===== src/hw/rtl/blm_pkg.sv =====
// Shared types and constants for the battery level monitor.
// No dependencies; imported by every module of the block.
package blm_pkg;

  localparam int SAMPLE_W = 16;
  localparam int TEMP_W   = 8;
  localparam int SEG_W    = 3;
  localparam int CHG_W    = 4;
  localparam int CFG_AW   = 4;
  localparam int CFG_DW   = 32;
  localparam int CFG_W    = 16;

  // Register indexes, taken from paddr[3:2]
  typedef enum logic [1:0] {
    CFG_SEG_ONE   = 2'd0,
    CFG_SEG_TWO   = 2'd1,
    CFG_SEG_THREE = 2'd2,
    CFG_ALARM     = 2'd3
  } cfg_idx_t;

  localparam logic [CFG_W-1:0] SEG_ONE_RST   = 16'd3000;
  localparam logic [CFG_W-1:0] SEG_TWO_RST   = 16'd3400;
  localparam logic [CFG_W-1:0] SEG_THREE_RST = 16'd3800;
  localparam logic [CFG_W-1:0] ALARM_RST     = 16'd3000;

  // Temperature correction: 7.5 mV per degree below the reference
  localparam logic signed [11:0]       TEMP_REF  = 12'sd20;
  localparam logic signed [11:0]       TEMP_SLOPE = 12'sd15;
  localparam logic signed [TEMP_W-1:0] TEMP_MIN  = -8'sd40;

  localparam logic [SEG_W-1:0] SEG_1 = 3'd1;
  localparam logic [SEG_W-1:0] SEG_2 = 3'd2;
  localparam logic [SEG_W-1:0] SEG_3 = 3'd3;
  localparam logic [SEG_W-1:0] SEG_4 = 3'd4;

  localparam logic [CHG_W-1:0] CHG_EXT_POWER   = 4'b0001;
  localparam logic [CHG_W-1:0] CHG_CHARGING    = 4'b0010;
  localparam logic [CHG_W-1:0] CHG_NOT_CHARGING = 4'b0100;
  localparam logic [CHG_W-1:0] CHG_DISCHARGING = 4'b1000;

  typedef enum logic [2:0] {
    ST_IDLE,
    ST_WRITE,
    ST_WALK,
    ST_DIV,
    ST_DONE
  } state_t;

endpackage


===== src/hw/rtl/blm_ring.sv =====
// Sample ring: one synchronous RAM with a registered read port, plus the
// write slot and fill count. Depends on blm_pkg.
module blm_ring
  import blm_pkg::*;
#(
  parameter int DEPTH  = 50,
  parameter int SLOT_W = 6,
  parameter int CNT_W  = 6
) (
  input  logic                clk,
  input  logic                rst_n,
  input  logic                wr_en,
  input  logic [SAMPLE_W-1:0] wr_data,
  input  logic [SLOT_W-1:0]   rd_addr,
  output logic [SAMPLE_W-1:0] rd_data,
  output logic [CNT_W-1:0]    fill
);

  logic [SAMPLE_W-1:0] mem [DEPTH];
  logic [SAMPLE_W-1:0] rd_data_r;
  logic [SLOT_W-1:0]   slot_r, slot_nxt;
  logic [CNT_W-1:0]    fill_r, fill_nxt;

  // Entries at or above the fill count were never written and are not summed
  // by the walker, so the RAM itself needs no clearing.
  always_comb begin
    slot_nxt = slot_r;
    fill_nxt = fill_r;
    if (wr_en) begin
      slot_nxt = (slot_r == SLOT_W'(DEPTH - 1)) ? '0 : slot_r + 1'b1;
      if (fill_r != CNT_W'(DEPTH)) begin
        fill_nxt = fill_r + 1'b1;
      end
    end
  end

  always_ff @(posedge clk) begin
    if (!rst_n) begin
      slot_r <= '0;
      fill_r <= '0;
    end else begin
      slot_r <= slot_nxt;
      fill_r <= fill_nxt;
    end
  end

  always_ff @(posedge clk) begin
    if (wr_en) begin
      mem[slot_r] <= wr_data;
    end
    rd_data_r <= mem[rd_addr];
  end

  assign rd_data = rd_data_r;
  assign fill    = fill_r;

endmodule


===== src/hw/rtl/blm_div.sv =====
// Restoring divider, one quotient bit per cycle.
// Depends on blm_pkg only through the shared import style.
module blm_div
  import blm_pkg::*;
#(
  parameter int DIVIDEND_W = 22,
  parameter int DIVISOR_W  = 6
) (
  input  logic                  clk,
  input  logic                  rst_n,
  input  logic                  start,
  input  logic [DIVIDEND_W-1:0] dividend,
  input  logic [DIVISOR_W-1:0]  divisor,
  output logic                  done,
  output logic [DIVIDEND_W-1:0] quotient
);

  localparam int STEP_W = $clog2(DIVIDEND_W + 1);

  logic                  busy_r, busy_nxt;
  logic                  done_r, done_nxt;
  logic [STEP_W-1:0]     step_r, step_nxt;
  logic [DIVISOR_W-1:0]  rem_r, rem_nxt;
  logic [DIVIDEND_W-1:0] quo_r, quo_nxt;
  logic [DIVISOR_W:0]    shifted;
  logic                  fits;

  assign shifted = {rem_r, quo_r[DIVIDEND_W-1]};
  assign fits    = (shifted >= {1'b0, divisor});

  always_comb begin
    busy_nxt = busy_r;
    done_nxt = 1'b0;
    step_nxt = step_r;
    rem_nxt  = rem_r;
    quo_nxt  = quo_r;
    if (start) begin
      busy_nxt = 1'b1;
      step_nxt = STEP_W'(DIVIDEND_W);
      rem_nxt  = '0;
      quo_nxt  = dividend;
    end else if (busy_r) begin
      rem_nxt  = fits ? DIVISOR_W'(shifted - {1'b0, divisor}) : shifted[DIVISOR_W-1:0];
      quo_nxt  = {quo_r[DIVIDEND_W-2:0], fits};
      step_nxt = step_r - 1'b1;
      if (step_r == STEP_W'(1)) begin
        busy_nxt = 1'b0;
        done_nxt = 1'b1;
      end
    end
  end

  always_ff @(posedge clk) begin
    if (!rst_n) begin
      busy_r <= 1'b0;
      done_r <= 1'b0;
      step_r <= '0;
    end else begin
      busy_r <= busy_nxt;
      done_r <= done_nxt;
      step_r <= step_nxt;
    end
  end

  always_ff @(posedge clk) begin
    rem_r <= rem_nxt;
    quo_r <= quo_nxt;
  end

  assign done     = done_r;
  assign quotient = quo_r;

endmodule


===== src/hw/rtl/battery_level_monitor.sv =====
// Battery level monitor top: config registers, temperature correction,
// ring walk and result formatting. Depends on blm_pkg, blm_ring, blm_div.
//
//   channel | ports                                   | moves
//   --------+-----------------------------------------+---------------------------
//   in      | in_valid/in_stall + four payload ports  | one battery sample item
//   out     | out_valid/out_stall + four result ports | one averaged status item
//   cfg     | psel penable pwrite paddr pwdata prdata | four 16-bit limit registers
//
// An item goes from accept to result through a write, a walk at one RAM read per cycle,
// a divide at one bit per cycle and a load; a zero entry ends the walk early.
// The next item can be taken in the cycle after the result is loaded.
// Reset clears the write slot and fill count; unwritten entries are never summed by the walk.
// in_stall is high while an item is in flight; a result held by out_stall does not
// block the next item until that item's own result is ready.
module battery_level_monitor
  import blm_pkg::*;
#(
  parameter int RING_DEPTH = 50
) (
  input  logic                       clk,
  input  logic                       rst_n,
  input  logic                       in_valid,
  output logic                       in_stall,
  input  logic [SAMPLE_W-1:0]        in_sample_mv,
  input  logic signed [TEMP_W-1:0]   in_temperature_c,
  input  logic                       in_ext_power_pin,
  input  logic                       in_charge_pin,
  output logic                       out_valid,
  input  logic                       out_stall,
  output logic [SAMPLE_W-1:0]        out_average_mv,
  output logic [SEG_W-1:0]           out_capacity_segment,
  output logic                       out_low_alarm,
  output logic [CHG_W-1:0]           out_charger_state,
  input  logic                       psel,
  input  logic                       penable,
  input  logic                       pwrite,
  input  logic [CFG_AW-1:0]          paddr,
  input  logic [CFG_DW-1:0]          pwdata,
  output logic [CFG_DW-1:0]          prdata,
  output logic                       pready
);

  localparam int SLOT_W = (RING_DEPTH > 1) ? $clog2(RING_DEPTH) : 1;
  localparam int CNT_W  = $clog2(RING_DEPTH + 1);
  localparam int SUM_W  = SAMPLE_W + CNT_W;

  // ---------------- configuration ----------------
  logic [CFG_W-1:0] seg_one_r, seg_two_r, seg_three_r, alarm_lim_r;
  logic             cfg_wr;
  cfg_idx_t         cfg_idx;

  assign pready  = 1'b1;
  assign cfg_wr  = psel && penable && pwrite;
  assign cfg_idx = cfg_idx_t'(paddr[3:2]);

  always_ff @(posedge clk) begin
    if (!rst_n) begin
      seg_one_r   <= SEG_ONE_RST;
      seg_two_r   <= SEG_TWO_RST;
      seg_three_r <= SEG_THREE_RST;
      alarm_lim_r <= ALARM_RST;
    end else if (cfg_wr) begin
      case (cfg_idx)
        CFG_SEG_ONE:   seg_one_r   <= pwdata[CFG_W-1:0];
        CFG_SEG_TWO:   seg_two_r   <= pwdata[CFG_W-1:0];
        CFG_SEG_THREE: seg_three_r <= pwdata[CFG_W-1:0];
        CFG_ALARM:     alarm_lim_r <= pwdata[CFG_W-1:0];
        default: ;
      endcase
    end
  end

  always_comb begin
    case (cfg_idx)
      CFG_SEG_ONE:   prdata = CFG_DW'(seg_one_r);
      CFG_SEG_TWO:   prdata = CFG_DW'(seg_two_r);
      CFG_SEG_THREE: prdata = CFG_DW'(seg_three_r);
      CFG_ALARM:     prdata = CFG_DW'(alarm_lim_r);
      default:       prdata = '0;
    endcase
  end

  // ---------------- temperature correction ----------------
  logic signed [11:0] diff_s, prod_s, offset_s;
  logic signed [17:0] comp_s;
  logic [SAMPLE_W-1:0] comp_sat;

  always_comb begin
    diff_s = TEMP_REF - 12'(in_temperature_c);
    prod_s = diff_s * TEMP_SLOPE;
    // halve toward zero; below TEMP_MIN no correction is applied
    if (in_temperature_c < TEMP_MIN) begin
      offset_s = '0;
    end else if (prod_s[11]) begin
      offset_s = -((-prod_s) >>> 1);
    end else begin
      offset_s = prod_s >>> 1;
    end
    comp_s = $signed({2'b00, in_sample_mv}) - 18'(offset_s);
    if (comp_s[17]) begin
      comp_sat = '0;
    end else if (comp_s[16]) begin
      comp_sat = '1;
    end else begin
      comp_sat = comp_s[SAMPLE_W-1:0];
    end
  end

  // ---------------- control ----------------
  state_t              state_r, state_nxt;
  logic [SAMPLE_W-1:0] comp_r, comp_nxt;
  logic                ext_r, ext_nxt;
  logic                chg_pin_r, chg_pin_nxt;
  logic [CNT_W-1:0]    rd_idx_r, rd_idx_nxt;
  logic                pend_r, pend_nxt;
  logic [SUM_W-1:0]    total_r, total_nxt;
  logic [CNT_W-1:0]    count_r, count_nxt;
  logic                in_acc;
  logic                ring_wr;
  logic                div_start;
  logic                out_load;
  logic [SAMPLE_W-1:0] rd_data;
  logic [CNT_W-1:0]    fill;
  logic                div_done;
  logic [SUM_W-1:0]    quotient;
  logic [SAMPLE_W-1:0] avg;

  assign in_stall = (state_r != ST_IDLE);
  assign in_acc   = in_valid && !in_stall;

  always_comb begin
    state_nxt   = state_r;
    comp_nxt    = comp_r;
    ext_nxt     = ext_r;
    chg_pin_nxt = chg_pin_r;
    rd_idx_nxt  = rd_idx_r;
    pend_nxt    = 1'b0;
    total_nxt   = total_r;
    count_nxt   = count_r;
    ring_wr     = 1'b0;
    div_start   = 1'b0;
    out_load    = 1'b0;
    case (state_r)
      ST_IDLE: begin
        if (in_acc) begin
          comp_nxt    = comp_sat;
          ext_nxt     = in_ext_power_pin;
          chg_pin_nxt = in_charge_pin;
          state_nxt   = ST_WRITE;
        end
      end
      ST_WRITE: begin
        ring_wr    = 1'b1;
        rd_idx_nxt = '0;
        total_nxt  = '0;
        count_nxt  = '0;
        state_nxt  = ST_WALK;
      end
      ST_WALK: begin
        // issue reads in order; returning data belongs to entry count_r
        if (rd_idx_r < CNT_W'(RING_DEPTH)) begin
          rd_idx_nxt = rd_idx_r + 1'b1;
          pend_nxt   = 1'b1;
        end
        if (count_r >= fill || (pend_r && rd_data == '0)) begin
          div_start = 1'b1;
          state_nxt = ST_DIV;
        end else if (pend_r) begin
          total_nxt = total_r + SUM_W'(rd_data);
          count_nxt = count_r + 1'b1;
        end
      end
      ST_DIV: begin
        if (div_done) begin
          state_nxt = ST_DONE;
        end
      end
      ST_DONE: begin
        // hold until the previous result has been taken
        if (!out_valid || !out_stall) begin
          out_load  = 1'b1;
          state_nxt = ST_IDLE;
        end
      end
      default: state_nxt = ST_IDLE;
    endcase
  end

  always_ff @(posedge clk) begin
    if (!rst_n) begin
      state_r <= ST_IDLE;
      pend_r  <= 1'b0;
    end else begin
      state_r <= state_nxt;
      pend_r  <= pend_nxt;
    end
  end

  always_ff @(posedge clk) begin
    comp_r    <= comp_nxt;
    ext_r     <= ext_nxt;
    chg_pin_r <= chg_pin_nxt;
    rd_idx_r  <= rd_idx_nxt;
    total_r   <= total_nxt;
    count_r   <= count_nxt;
  end

  blm_ring #(
    .DEPTH  (RING_DEPTH),
    .SLOT_W (SLOT_W),
    .CNT_W  (CNT_W)
  ) u_ring (
    .clk     (clk),
    .rst_n   (rst_n),
    .wr_en   (ring_wr),
    .wr_data (comp_r),
    .rd_addr (rd_idx_r[SLOT_W-1:0]),
    .rd_data (rd_data),
    .fill    (fill)
  );

  blm_div #(
    .DIVIDEND_W (SUM_W),
    .DIVISOR_W  (CNT_W)
  ) u_div (
    .clk      (clk),
    .rst_n    (rst_n),
    .start    (div_start),
    .dividend (total_r),
    .divisor  (count_r),
    .done     (div_done),
    .quotient (quotient)
  );

  // ---------------- result ----------------
  logic                out_valid_r, out_valid_nxt;
  logic [SAMPLE_W-1:0] avg_out_r;
  logic [SEG_W-1:0]    seg_r, seg_nxt;
  logic                alarm_r;
  logic [CHG_W-1:0]    chg_state_r, chg_state_nxt;

  assign avg = (count_r == '0) ? '0 : quotient[SAMPLE_W-1:0];

  always_comb begin
    if (avg > seg_three_r) begin
      seg_nxt = SEG_4;
    end else if (avg > seg_two_r) begin
      seg_nxt = SEG_3;
    end else if (avg > seg_one_r) begin
      seg_nxt = SEG_2;
    end else begin
      seg_nxt = SEG_1;
    end
    chg_state_nxt = (ext_r ? CHG_DISCHARGING : CHG_EXT_POWER)
                  | (chg_pin_r ? CHG_NOT_CHARGING : CHG_CHARGING);
    out_valid_nxt = out_load || (out_valid_r && out_stall);
  end

  always_ff @(posedge clk) begin
    if (!rst_n) begin
      out_valid_r <= 1'b0;
    end else begin
      out_valid_r <= out_valid_nxt;
    end
  end

  always_ff @(posedge clk) begin
    if (out_load) begin
      avg_out_r   <= avg;
      seg_r       <= seg_nxt;
      alarm_r     <= ext_r && (avg <= alarm_lim_r);
      chg_state_r <= chg_state_nxt;
    end
  end

  assign out_valid            = out_valid_r;
  assign out_average_mv       = avg_out_r;
  assign out_capacity_segment = seg_r;
  assign out_low_alarm        = alarm_r;
  assign out_charger_state    = chg_state_r;

  // ---------------- assertions ----------------
  a_count_le_fill: assert property (@(posedge clk) disable iff (!rst_n)
    (state_r == ST_WALK) |-> (count_r <= fill))
    else $error("walk counted past the filled entries");

  a_fill_le_depth: assert property (@(posedge clk) disable iff (!rst_n)
    fill <= CNT_W'(RING_DEPTH))
    else $error("ring fill count beyond depth");

  a_out_from_done: assert property (@(posedge clk) disable iff (!rst_n)
    $rose(out_valid_r) |-> $past(state_r == ST_DONE))
    else $error("result raised outside the done step");

  a_seg_range: assert property (@(posedge clk) disable iff (!rst_n)
    out_valid_r |-> (seg_r == SEG_1 || seg_r == SEG_2 || seg_r == SEG_3 || seg_r == SEG_4))
    else $error("capacity segment out of range");

  a_div_only_in_div: assert property (@(posedge clk) disable iff (!rst_n)
    div_done |-> (state_r == ST_DIV))
    else $error("divider finished outside the divide step");

endmodule

===== config.mk =====
export PLATFORM = sky130hd
export DESIGN_NAME = battery_level_monitor
export DESIGN_NICKNAME = d
export VERILOG_FILES = /design/src/hw/rtl/blm_pkg.sv /design/src/hw/rtl/blm_ring.sv /design/src/hw/rtl/blm_div.sv /design/src/hw/rtl/battery_level_monitor.sv
export SDC_FILE = /design/constraint.sdc
export NUM_CORES = 1
export LEC_CHECK = 0
export BUFFER_PORTS_ARGS = -buffer_cell sky130_fd_sc_hd__buf_4
export CAP_MARGIN = 10
export CORE_AREA = 5 5 270 272
export DETAILED_ROUTE_END_ITERATION = 10
export DIE_AREA = 0 0 275 277
export PLACE_DENSITY_LB_ADDON = 0.12
export REMOVE_ABC_BUFFERS = 1
export SETUP_SLACK_MARGIN = 0.4
export SLEW_MARGIN = 20
export SYNTH_ARGS = -nofsm -noshare
export SYNTH_HDL_FRONTEND = slang
export SYNTH_HIERARCHICAL = 1
export SYNTH_SLANG_ARGS = --single-unit

===== constraint.sdc =====
create_clock -name clk -period 16.4 [get_ports clk]
set_input_delay 3.28 -clock clk [delete_from_list [all_inputs] [get_ports clk]]
set_output_delay 3.28 -clock clk [all_outputs]
set_load 0.005 [all_outputs]

# Word-level counts from Yosys, hierarchy flattened

Memory sizes are Yosys's and may differ from the RTL's. A register that Yosys moved wholly into a read port is not among the register bits.
Index checks and enable logic that the tools add are counted.

Flip-flop bits (word level): 192
Memories: 1
Logic and storage cells: 137
RAM bits: 800
Input port bits: 69
Output and inout bits: 59

Multiply operators: 1
Add/subtract/negate cells: 11
Eq/ne operators: 17
Bitwise operators: 3
Mux-type cells: 40
Reduce and logical (&&, ||, !) cells: 31
$lt $le $gt $ge: 8

Memories:

| name       | depth | width | read ports | clocked after memory_dff | wr ports | line           | source |
|---|---|---|---|---|---|---|---|
| u_ring.mem | 50    | 16    | 1          | 1                        | 1        | blm_ring.sv:19 | `logic [SAMPLE_W-1:0] mem [DEPTH];` |

Operators with widths:

| cell                                                       | count |
|---|---|
| one-hot mux 32 bit (4 select lines)                        | 1 |
| 2-to-1 mux 22 bit                                          | 4 |
| greater-than comparator 16 bit                             | 3 |
| one-hot mux 22 bit (2 select lines)                        | 1 |
| 2-to-1 mux 16 bit                                          | 2 |
| 2-to-1 mux 6 bit                                           | 5 |
| adder 6 x 1 -> 6 bit, second input constant                | 4 |
| 2-to-1 mux 12 bit                                          | 2 |
| one-hot mux 6 bit (2 select lines)                         | 2 |
| adder 22 x 16 -> 22 bit                                    | 1 |
| subtractor 17 x 12 -> 18 bit                               | 1 |
| <= comparator 16 bit                                       | 1 |
| zero test 16 bit                                           | 1 |
| AND reduction 2 bit                                        | 8 |
| 2-to-1 mux 3 bit                                           | 5 |
| one-hot mux 3 bit (5 select lines)                         | 1 |
| multiplier 9 x 5 -> 12 bit, second input constant          | 1 |
| 2-to-1 mux 1 bit                                           | 12 |
| != test 2 bit, second input constant                       | 6 |
| negator 11 -> 12 bit                                       | 1 |
| negator 12 bit                                             | 1 |
| 2-to-1 mux 5 bit                                           | 2 |
| subtractor 6 x 8 -> 9 bit, first input constant            | 1 |
| less-than comparator 8 x 7 -> 1 bit, second input constant | 1 |
| other kinds (30)                                           | 44 |

# Logic depth before layout (Yosys ltp)

Gate-level depths: netlist (run 1).

Depth after elaboration: 8
Mapped depth: 36
Depth with buffers taken out: 32

# By module

Netlist (run 1), hierarchy kept.

By module, submodules not included:

| module                | seq. area each (um^2) | area an instance (um^2) | instances | cells an instance |
|---|---|---|---|---|
| blm_ring              | 24583.6               | 32195.9                 | 1         | 1770 |
| battery_level_monitor | 3663.5                | 11120.7                 | 1         | 1226 |
| blm_div               | 920.9                 | 1799.2                  | 1         | 150 |

# Worst setup path after synthesis (run 1)

No wires, ideal clock.

Kind: input to register
From: input in_temperature_c[0]
To: register comp_r[12], data pin
Setup slack: 6.422 ns
Required time: 16.123 ns
Buffers on the path: 3
Setup time: 0.277 ns
Cell stages on the path: 33
Arrival time: 9.702 ns
Cell sequence: buf_2 > inv_1 > ha_1 > buf_2 > nor2b_2 > o21a_1 > nor2_1 > inv_1 > ha_1 > fa_1 > inv_1 > fa_1 > inv_1 > ha_1 > o21a_1 > o21ai_0 > a21oi_1 > o22ai_1 > xnor2_2 > clkbuf_1 > o21ai_0 > xnor2_1 > nand2_1 > ha_1 > a211oi_1 > nand2_1 > o211ai_1 > o21ai_0 > a211o_1 > a21o_1 > a21o_1 > o21ai_1 > o22ai_1

Longest elaborated chain between the ends: 8
Elaborated cells between the ends (all ways): 9
Classes of those cells: add/sub: 4; mul: 1; order compare: 1; mux: 3

Ends and longest elaborated chain:

| item                             | line                         | source |
|---|---|---|
| from (decl)                      | battery_level_monitor.sv:26  | `input logic signed [TEMP_W-1:0] in_temperature_c,` |
| subtractor 6 x 8 -> 9 bit        | battery_level_monitor.sv:90  | `diff_s = TEMP_REF - 12'(in_temperature_c);` |
| multiplier 9 x 5 -> 12 bit       | battery_level_monitor.sv:91  | `prod_s = diff_s * TEMP_SLOPE;` |
| negator 12 bit                   | battery_level_monitor.sv:96  | `offset_s = -((-prod_s) >>> 1);` |
| negator 11 -> 12 bit             | battery_level_monitor.sv:96  |  |
| 2-to-1 mux 12 bit                | battery_level_monitor.sv:95  | `end else if (prod_s[11]) begin` |
| 2-to-1 mux 12 bit (*)            | battery_level_monitor.sv:93  | `if (in_temperature_c < TEMP_MIN) begin` |
| subtractor 17 x 12 -> 18 bit (*) | battery_level_monitor.sv:100 | `comp_s = $signed({2'b00, in_sample_mv}) - 18'(offset_s);` |
| 2-to-1 mux 16 bit                | battery_level_monitor.sv:103 | `end else if (comp_s[16]) begin` |
| to (signal assigned)             | battery_level_monitor.sv:201 | `comp_r <= comp_nxt;` |
| to (decl)                        | battery_level_monitor.sv:112 | `logic [SAMPLE_W-1:0] comp_r, comp_nxt;` |

Mark *: on every way between the ends. The rest lies on a longest branch, timed or not.
A chain may end at the register's enable or synchronous reset.

# Worst setup path in the final report (run 1)

From: input in_temperature_c[0]
To: register comp_r[3], data pin

Same word-level chain as after synthesis.

==> results of run 1 <==
## placed cells by master (no fill, tap or decap), types with 68 or more instances in the layout
cell type / netlist / routed
mux4_2: 68 / 68
o21ai_0: 68 / 68
dfxtp_1: 110 / 110
mux2_2: 77 / 77
inv_1: 139 / 139
ha_1: 145 / 145
nand3_1: 72 / 72
a22oi_1: 79 / 79
clkbuf_16: 0 / 106
mux2i_1: 252 / 252
nand2_1: 199 / 199
buf_4: 32 / 155
a21oi_1: 95 / 94
nor2_1: 164 / 147
edfxtp_1: 898 / 898
## metrics by stage
stage	cell area (µm²)	setup WS (ns)	hold slack, ns	utilization, %
2_1_floorplan	44300	5.40	0.426	-
3_3_place_gp	46800	5.53	0.433	66.4
3_5_place_dp	46800	5.36	0.443	66.4
4_1_cts	50000	6.03	0.458	71.0
5_1_grt	50100	5.41	0.470	71.0
6_report	50100	5.99	0.452	71.0
## worst reg2reg max path, delay by kind of cell, from the launching register on
| family | cells | cell delay [ns] |
|---|---|---|
| buffers and inverters | 3 | 2.11 |
| and+or+nand+nor | 3 | 2.05 |
| DFF | 1 | 0.32 |
| AOI/OAI and AO/OA | 2 | 0.22 |
## worst paths after layout
path	from	to	slack, ns	depth (start not counted)
setup / recovery	in_temperature_c[0]	comp_r[3]	5.99	30
hold reg to reg	chg_pin_r	out_charger_state[2]	0.45	0
setup reg to reg	rd_idx_r[1]	u_ring/rd_data[10]	11.62	8
hold / removal	chg_pin_r	out_charger_state[2]	0.45	0
## area by class of cell
type                       count  area, µm²
clock inverter                55        413
tap                          950       1190
inverter                     139        522
multi-input combinational   1853      14800
clock buffer                 129       2790
fill                        4631      20400
timing repair buffer         157       1200
sequential                  1008      29200
## sequential cells by signal, summed over array words and instances, names as in the netlist, 16 cells and up
name and count:
seg_two_r 16, u_ring/rd_data 16, alarm_lim_r 16, total_r 22
u_div/quotient 22, seg_three_r 16, comp_r 16, u_ring/mem 800
seg_one_r 16, out_average_mv 16
## cells by family (layout without fill, tap and decap cells)
group / count (synthesis) / count (layout) / share of synthesized area [%]
compound gates: 501 / 501 / 7.47
xor+xnor: 90 / 90 / 1.81
fa+ha+maj: 157 / 157 / 4.55
buf+inv: 300 / 480 / 3.05
flops: 1008 / 1008 / 64.7
mux: 397 / 397 / 10.9
other cells: 2 / 17 / 0.0166
simple gates: 691 / 691 / 7.55
## power by group
part,internal [µW],leakage (µW),switching [µW]
Combinational,666,0.00704,1290
Sequential,3210,0.00903,47.6
Clock,1280,0.00158,932
## per-layer routing
layer  wire length, µm  up-vias  global-route usage, %
met1             41900    13500                   37.6
met2             52600      986                   46.0
li1                  -    12200                      -
met4              3180        0                   8.17
met5                 0        -                      0
met3              8320      193                   5.39
==> impl_metrics.py, run 1 <==
metrics = {
    "synthesis": {
        "synth_top_cell_by_area": "edfxtp_1",
        "synth_top_area_share_pct": 59.8,
        "synth_common_cells": "edfxtp_1, mux2i_1, nand2_1, nor2_1, ha_1",
        "ys_warn_count": 6,
        "synth-edff-count": 898,
        "ys.flop_type": "edfxtp_1",
        "synth_most_common_cell": "edfxtp_1",
        "synth-seq-cells": 1008,
        "syn_inst": 3146,
        "ys_seq_area_share_pct": 64.7,
        "syn_area_per_cell_um2": 14.3,
        "synth_cell_types": 90,
        "synthArstFlopShare_pct": 0,
        "synthTopCellsByArea": "edfxtp_1, mux2i_1, dfxtp_1",
        "syn_area_mm2": 0.0451,
    },
    "die": {
        "fp.dieW_um": 275,
        "io_pins": 128,
        "dieArea_mm2": 0.0762,
        "initial_utilization_pct": 64.0,
        "core_mm2": 0.0705,
        "die_h_um": 277,
        "num_rows": 98,
    },
    "timing": {
        "finalCritPeriodShare_pct": 63.5,
        "rsz0062_at_grt": "no",
        "slew_headroom_pct": 22.3,
        "setup_viol": 0,
        "fin_worst_skew_ns": 0.0274,
        "hold_viol_final": 0,
        "fmax_ghz": 0.0961,
        "fin_tns_setup_ns": 0,
        "worstMarginPinSlew_ns": 1.16,
        "period_needed_ns": 10.41,
        "finalMaxSlewViolations": 0,
    },
    "setup_path": {
        "cp_data_required_time_ns": 16.76,
        "crit_path_start_kind": "input pin",
        "path_buf_inv": 4,
        "crit_top_cell": "ha_1",
        "crit_type": "in2reg",
        "path_max_fanout": 11,
        "crit_arrival_ns": 10.77,
        "crit_family": "compound AO/OA/AOI/OAI gates",
        "cpPeakStageDelay_ns": 0.52,
        "end_kind": "register",
        "cp_slowest_cell": "fa_1",
    },
    "placed_design": {
        "dpl.cell_count": 4106,
        "place_congestion": 0.883,
        "place_hpwl_mm": 66.5,
        "portBuffers": 92,
    },
    "layout": {
        "area_growth_pct": 11.0,
        "finalNonFillerCells": 4291,
        "drive_gt1_share_pct": 15.6,
        "nNetsFinal": 3487,
        "antenna_cells": 0,
    },
    "global_routing": {
        "grt.total_usage_pct": 27.7,
        "grt_antenna_before_repair": 1,
        "grt_pass1_vias": 27100,
        "gr-total-overflow": 0,
        "grt_max_degree": 123,
        "grt_first_pass_wirelength_mm": 161,
    },
    "pwr": {
        "ir_drop_v": 0.000144,
        "power.leakage_uw": 0.0176,
        "power_density_mw_per_mm2": 148,
        "power.total_uw": 7420,
    },
    "min_path": {
        "min_path_type": "reg2reg",
    },
    "clocking": {
        "cts_buffer_depth": 3,
        "cts.htree.levels": 3,
        "postCtsSetupRepairBufs": 0,
        "cts_buffers": 102,
        "cts-resized-gates": 0,
        "ctsHoldBuffers": 0,
        "clock_sinks": 1008,
        "clk_pin_slew_ns": 0.06,
        "clock_insertion_delay_worst_skew_ns": 0.66,
        "cts_root_buffer": "clkbuf_16",
        "tritoncts": "built",
    },
    "routing": {
        "drt_drc_violations_left": 0,
        "vias": 26900,
        "wl_per_cell_um": 24.7,
        "routed_via_density": 6.26,
        "first_iter_violations": 2732,
        "wl_mm": 106,
        "first_pass_iters": 6,
        "antenna_left": 0,
    },
    "outcome": {
        "status": "finished, final reports clean",
    },
    "run": {
        "maxCapViolCount": 0,
    },
}
Note: power is estimated with default switching activity, not from simulation.
==> inputs of run 2 (changes only) <==
Settings changed: ABC_AREA set to 1, CORE_AREA 5 5 270 272 to 5 5 291 293, DIE_AREA 0 0 275 277 to 0 0 296 298.
Clock period 16.4 ns to 8.59 ns, I/O delays scaled along.
==> run 2 against run 1 <==
Power grew 150%. Via count rose by 22%. Final cell count grew 34%. Synthesized area rose by 2.5%. First-iteration DRC count is 17% higher. Worst hold slack gained 0.0026 ns. Clock-buffer cell count grew 17. Combinational power increased to 3.7 times the previous value. Non-clock buffer count up 29. Synthesized cell count is 43% higher. Critical path type unchanged. Largest cell class unchanged. Highest routed layer unchanged.
==> impl_metrics.py, run 2 <==
metrics = {
    "outcome": {
        "status": "finished, final reports clean",
    },
    "placed_design": {
        "place_congestion": 0.909,
        "place_hpwl_mm": 68.0,
        "portBuffers": 92,
    },
    "pwr": {
        "combPwrFrac_pct": 40.0,
        "p_int_uw": 11000,
        "power_density_mw_per_mm2": 357,
        "power_switching_uw": 7320,
        "swShare_pct": 40.0,
        "ir_drop_v": 0.000339,
        "power.leakage_uw": 0.0201,
        "pwr-share-seq_pct": 36.0,
        "p_clk_share_pct": 23.9,
        "power.total_uw": 18300,
    },
    "routing": {
        "vias": 32600,
        "drt_drc_violations_left": 0,
        "first_pass_iters": 8,
        "first_iter_violations": 3192,
        "antenna_left": 0,
        "routed_via_density": 5.67,
        "wl_mm": 115,
        "wl_per_cell_um": 20.1,
    },
    "run": {
        "maxCapViolCount": 0,
    },
    "layout": {
        "layout_common_cells": "nand2_1, edfxtp_1, nand3_1",
        "largest_register_ffs": 800,
        "antenna_cells": 0,
        "nNetsFinal": 4820,
        "area_growth_pct": 10.9,
        "postLayoutCoreUtil_pct": 62.9,
        "layout_commonest_cell": "nand2_1",
        "drive_gt1_share_pct": 8.18,
        "regMostFlops": "u_ring/mem",
    },
    "clocking": {
        "cts_root_buffer": "clkbuf_16",
        "cts_buffer_depth": 3,
        "clk_pin_slew_ns": 0.06,
        "clock_insertion_delay_worst_skew_ns": 0.67,
        "cts-resized-gates": 0,
        "ctsHoldBuffers": 0,
        "cts_buffers": 105,
        "cts.htree.levels": 3,
        "postCtsSetupRepairBufs": 0,
        "clock_sinks": 1008,
        "tritoncts": "built",
    },
    "timing": {
        "period_needed_ns": 7.51,
        "fin_worst_skew_ns": 0.0212,
        "hold_viol_final": 0,
        "rsz0062_at_grt": "no",
        "worstMarginPinSlew_ns": 1.12,
        "finalCritPeriodShare_pct": 87.5,
        "setup_viol": 0,
        "fin_tns_setup_ns": 0,
        "fmax_ghz": 0.133,
        "slew_headroom_pct": 25.7,
        "finalMaxSlewViolations": 0,
        "timing.hold.ws_ns": 0.454,
    },
    "synthesis": {
        "synth-seq-cells": 1008,
        "syn_inst": 4510,
        "synth-edff-count": 898,
        "synthArstFlopShare_pct": 0,
        "ys_seq_area_share_pct": 63.1,
        "syn_area_mm2": 0.0462,
        "synth_top_cell_by_area": "edfxtp_1",
        "syn_area_per_cell_um2": 10.3,
        "synth_common_cells": "nand2_1, edfxtp_1, nand3_1, nor2_1, inv_1",
        "synth_top_area_share_pct": 58.3,
        "synthTopCellsByArea": "edfxtp_1, nand2_1, nand3_1",
        "synth_cell_types": 55,
        "ys.flop_type": "edfxtp_1",
        "ys_warn_count": 6,
        "synth_most_common_cell": "nand2_1",
    },
    "min_path": {
        "min_path_type": "reg2reg",
    },
    "die": {
        "core_mm2": 0.0816,
        "fp.dieW_um": 296,
        "io_pins": 128,
        "initial_utilization_pct": 56.7,
        "num_rows": 105,
        "dieArea_mm2": 0.0882,
        "die_h_um": 298,
    },
    "setup_path": {
        "cp_data_required_time_ns": 9.00,
        "crit_path_start_kind": "input pin",
        "crit_top_cell": "nand2_1",
        "crit_arrival_ns": 7.93,
        "crit_type": "in2reg",
        "end_kind": "register",
        "path_max_fanout": 16,
        "cp_slowest_cell": "fa_1",
        "cpPeakStageDelay_ns": 0.50,
    },
    "global_routing": {
        "grt_max_degree": 182,
        "grt_antenna_before_repair": 0,
        "grt.total_usage_pct": 25.8,
        "grt_first_pass_wirelength_mm": 176,
        "grt_pass1_vias": 30400,
        "gr-total-overflow": 0,
    },
}
-- run 2: cell count changes after synthesis, sizes merged, moves of 77 or more --
cell   change
a21oi     +88
mux2i    -252
nand3    +545
nand2    +990
mux2      -77
o21ai    +146
a22oi     -79
inv      +176
nor2     +217
-- run 2: layout make-up --
| class | count | area, µm² |
|---|---|---|
| multi-input cells | 2974 | 14800 |
| clock buffers | 146 | 2880 |
| flip-flops and latches | 1008 | 29200 |
| fillers | 6490 | 30300 |
| well taps | 1070 | 1340 |
| inverters | 319 | 1220 |
| repair buffers | 186 | 1420 |
| clock inverters | 49 | 448 |
-- run 2: final timing paths --
kind,startpoint,end,slack [ns],depth (start not counted)
hold reg to reg,chg_pin_r,out_charger_state[2],0.45,0
hold / removal,chg_pin_r,out_charger_state[2],0.45,0
setup / recovery,in_temperature_c[0],comp_r[8],1.08,42
setup reg to reg,rd_idx_r[0],u_ring/rd_data[12],4.61,11
-- run 2: layer usage --
layer	track usage, %	vias up	share of wire, %
met2	43.0	1274	49
met4	7.98	0	2.8
met3	3.37	187	7.8
met1	35.6	15500	41
li1	-	15700	-
met5	0	-	0
-- run 2: power groups by stage --
| stage | clock (µW) | combinational (µW) | sequential [µW] |
|---|---|---|---|
| floorplan | 0 | 4480 | 7230 |
| global placement | 0 | 7120 | 6690 |
| detailed placement | 0 | 7220 | 6700 |
| CTS | 4440 | 7260 | 6600 |
| global route | 4660 | 8140 | 6630 |
| finish | 4380 | 7330 | 6600 |
-- run 2: logic make-up (layout without fill, tap and decap cells) --
kind of cell	Yosys count	in the layout	synth area share, %
xor gates and xnor gates	38	38	0.720
DFF	1008	1008	63.1
buffers and inverters	543	700	5.11
and+or+nand+nor	2264	2264	20.7
AOI/OAI and AO/OA	498	498	5.92
adders and majority gates	157	157	4.44
other	2	17	0.0162
-- run 2: critical path: cells and delay by family --
family | cells | cell delay, ns
AOI/OAI and AO/OA | 5 | 0.80
adders and majority gates | 7 | 2.54
buffers and inverters | 9 | 0.74
and+or+nand+nor | 21 | 2.08
-- run 2: per-stage QoR --
| step | instance area, µm² | std cells | worst slack [ns] |
|---|---|---|---|
| CTS | 51300 | 5752 | 0.970 |
| global route | 51300 | 5752 | 0.418 |
| global placement | 47900 | 5557 | 0.405 |
| detailed placement | 47900 | 5557 | 0.317 |
| finish | 51300 | 5752 | 1.08 |
| floorplan | 45100 | 4301 | -3.76 |
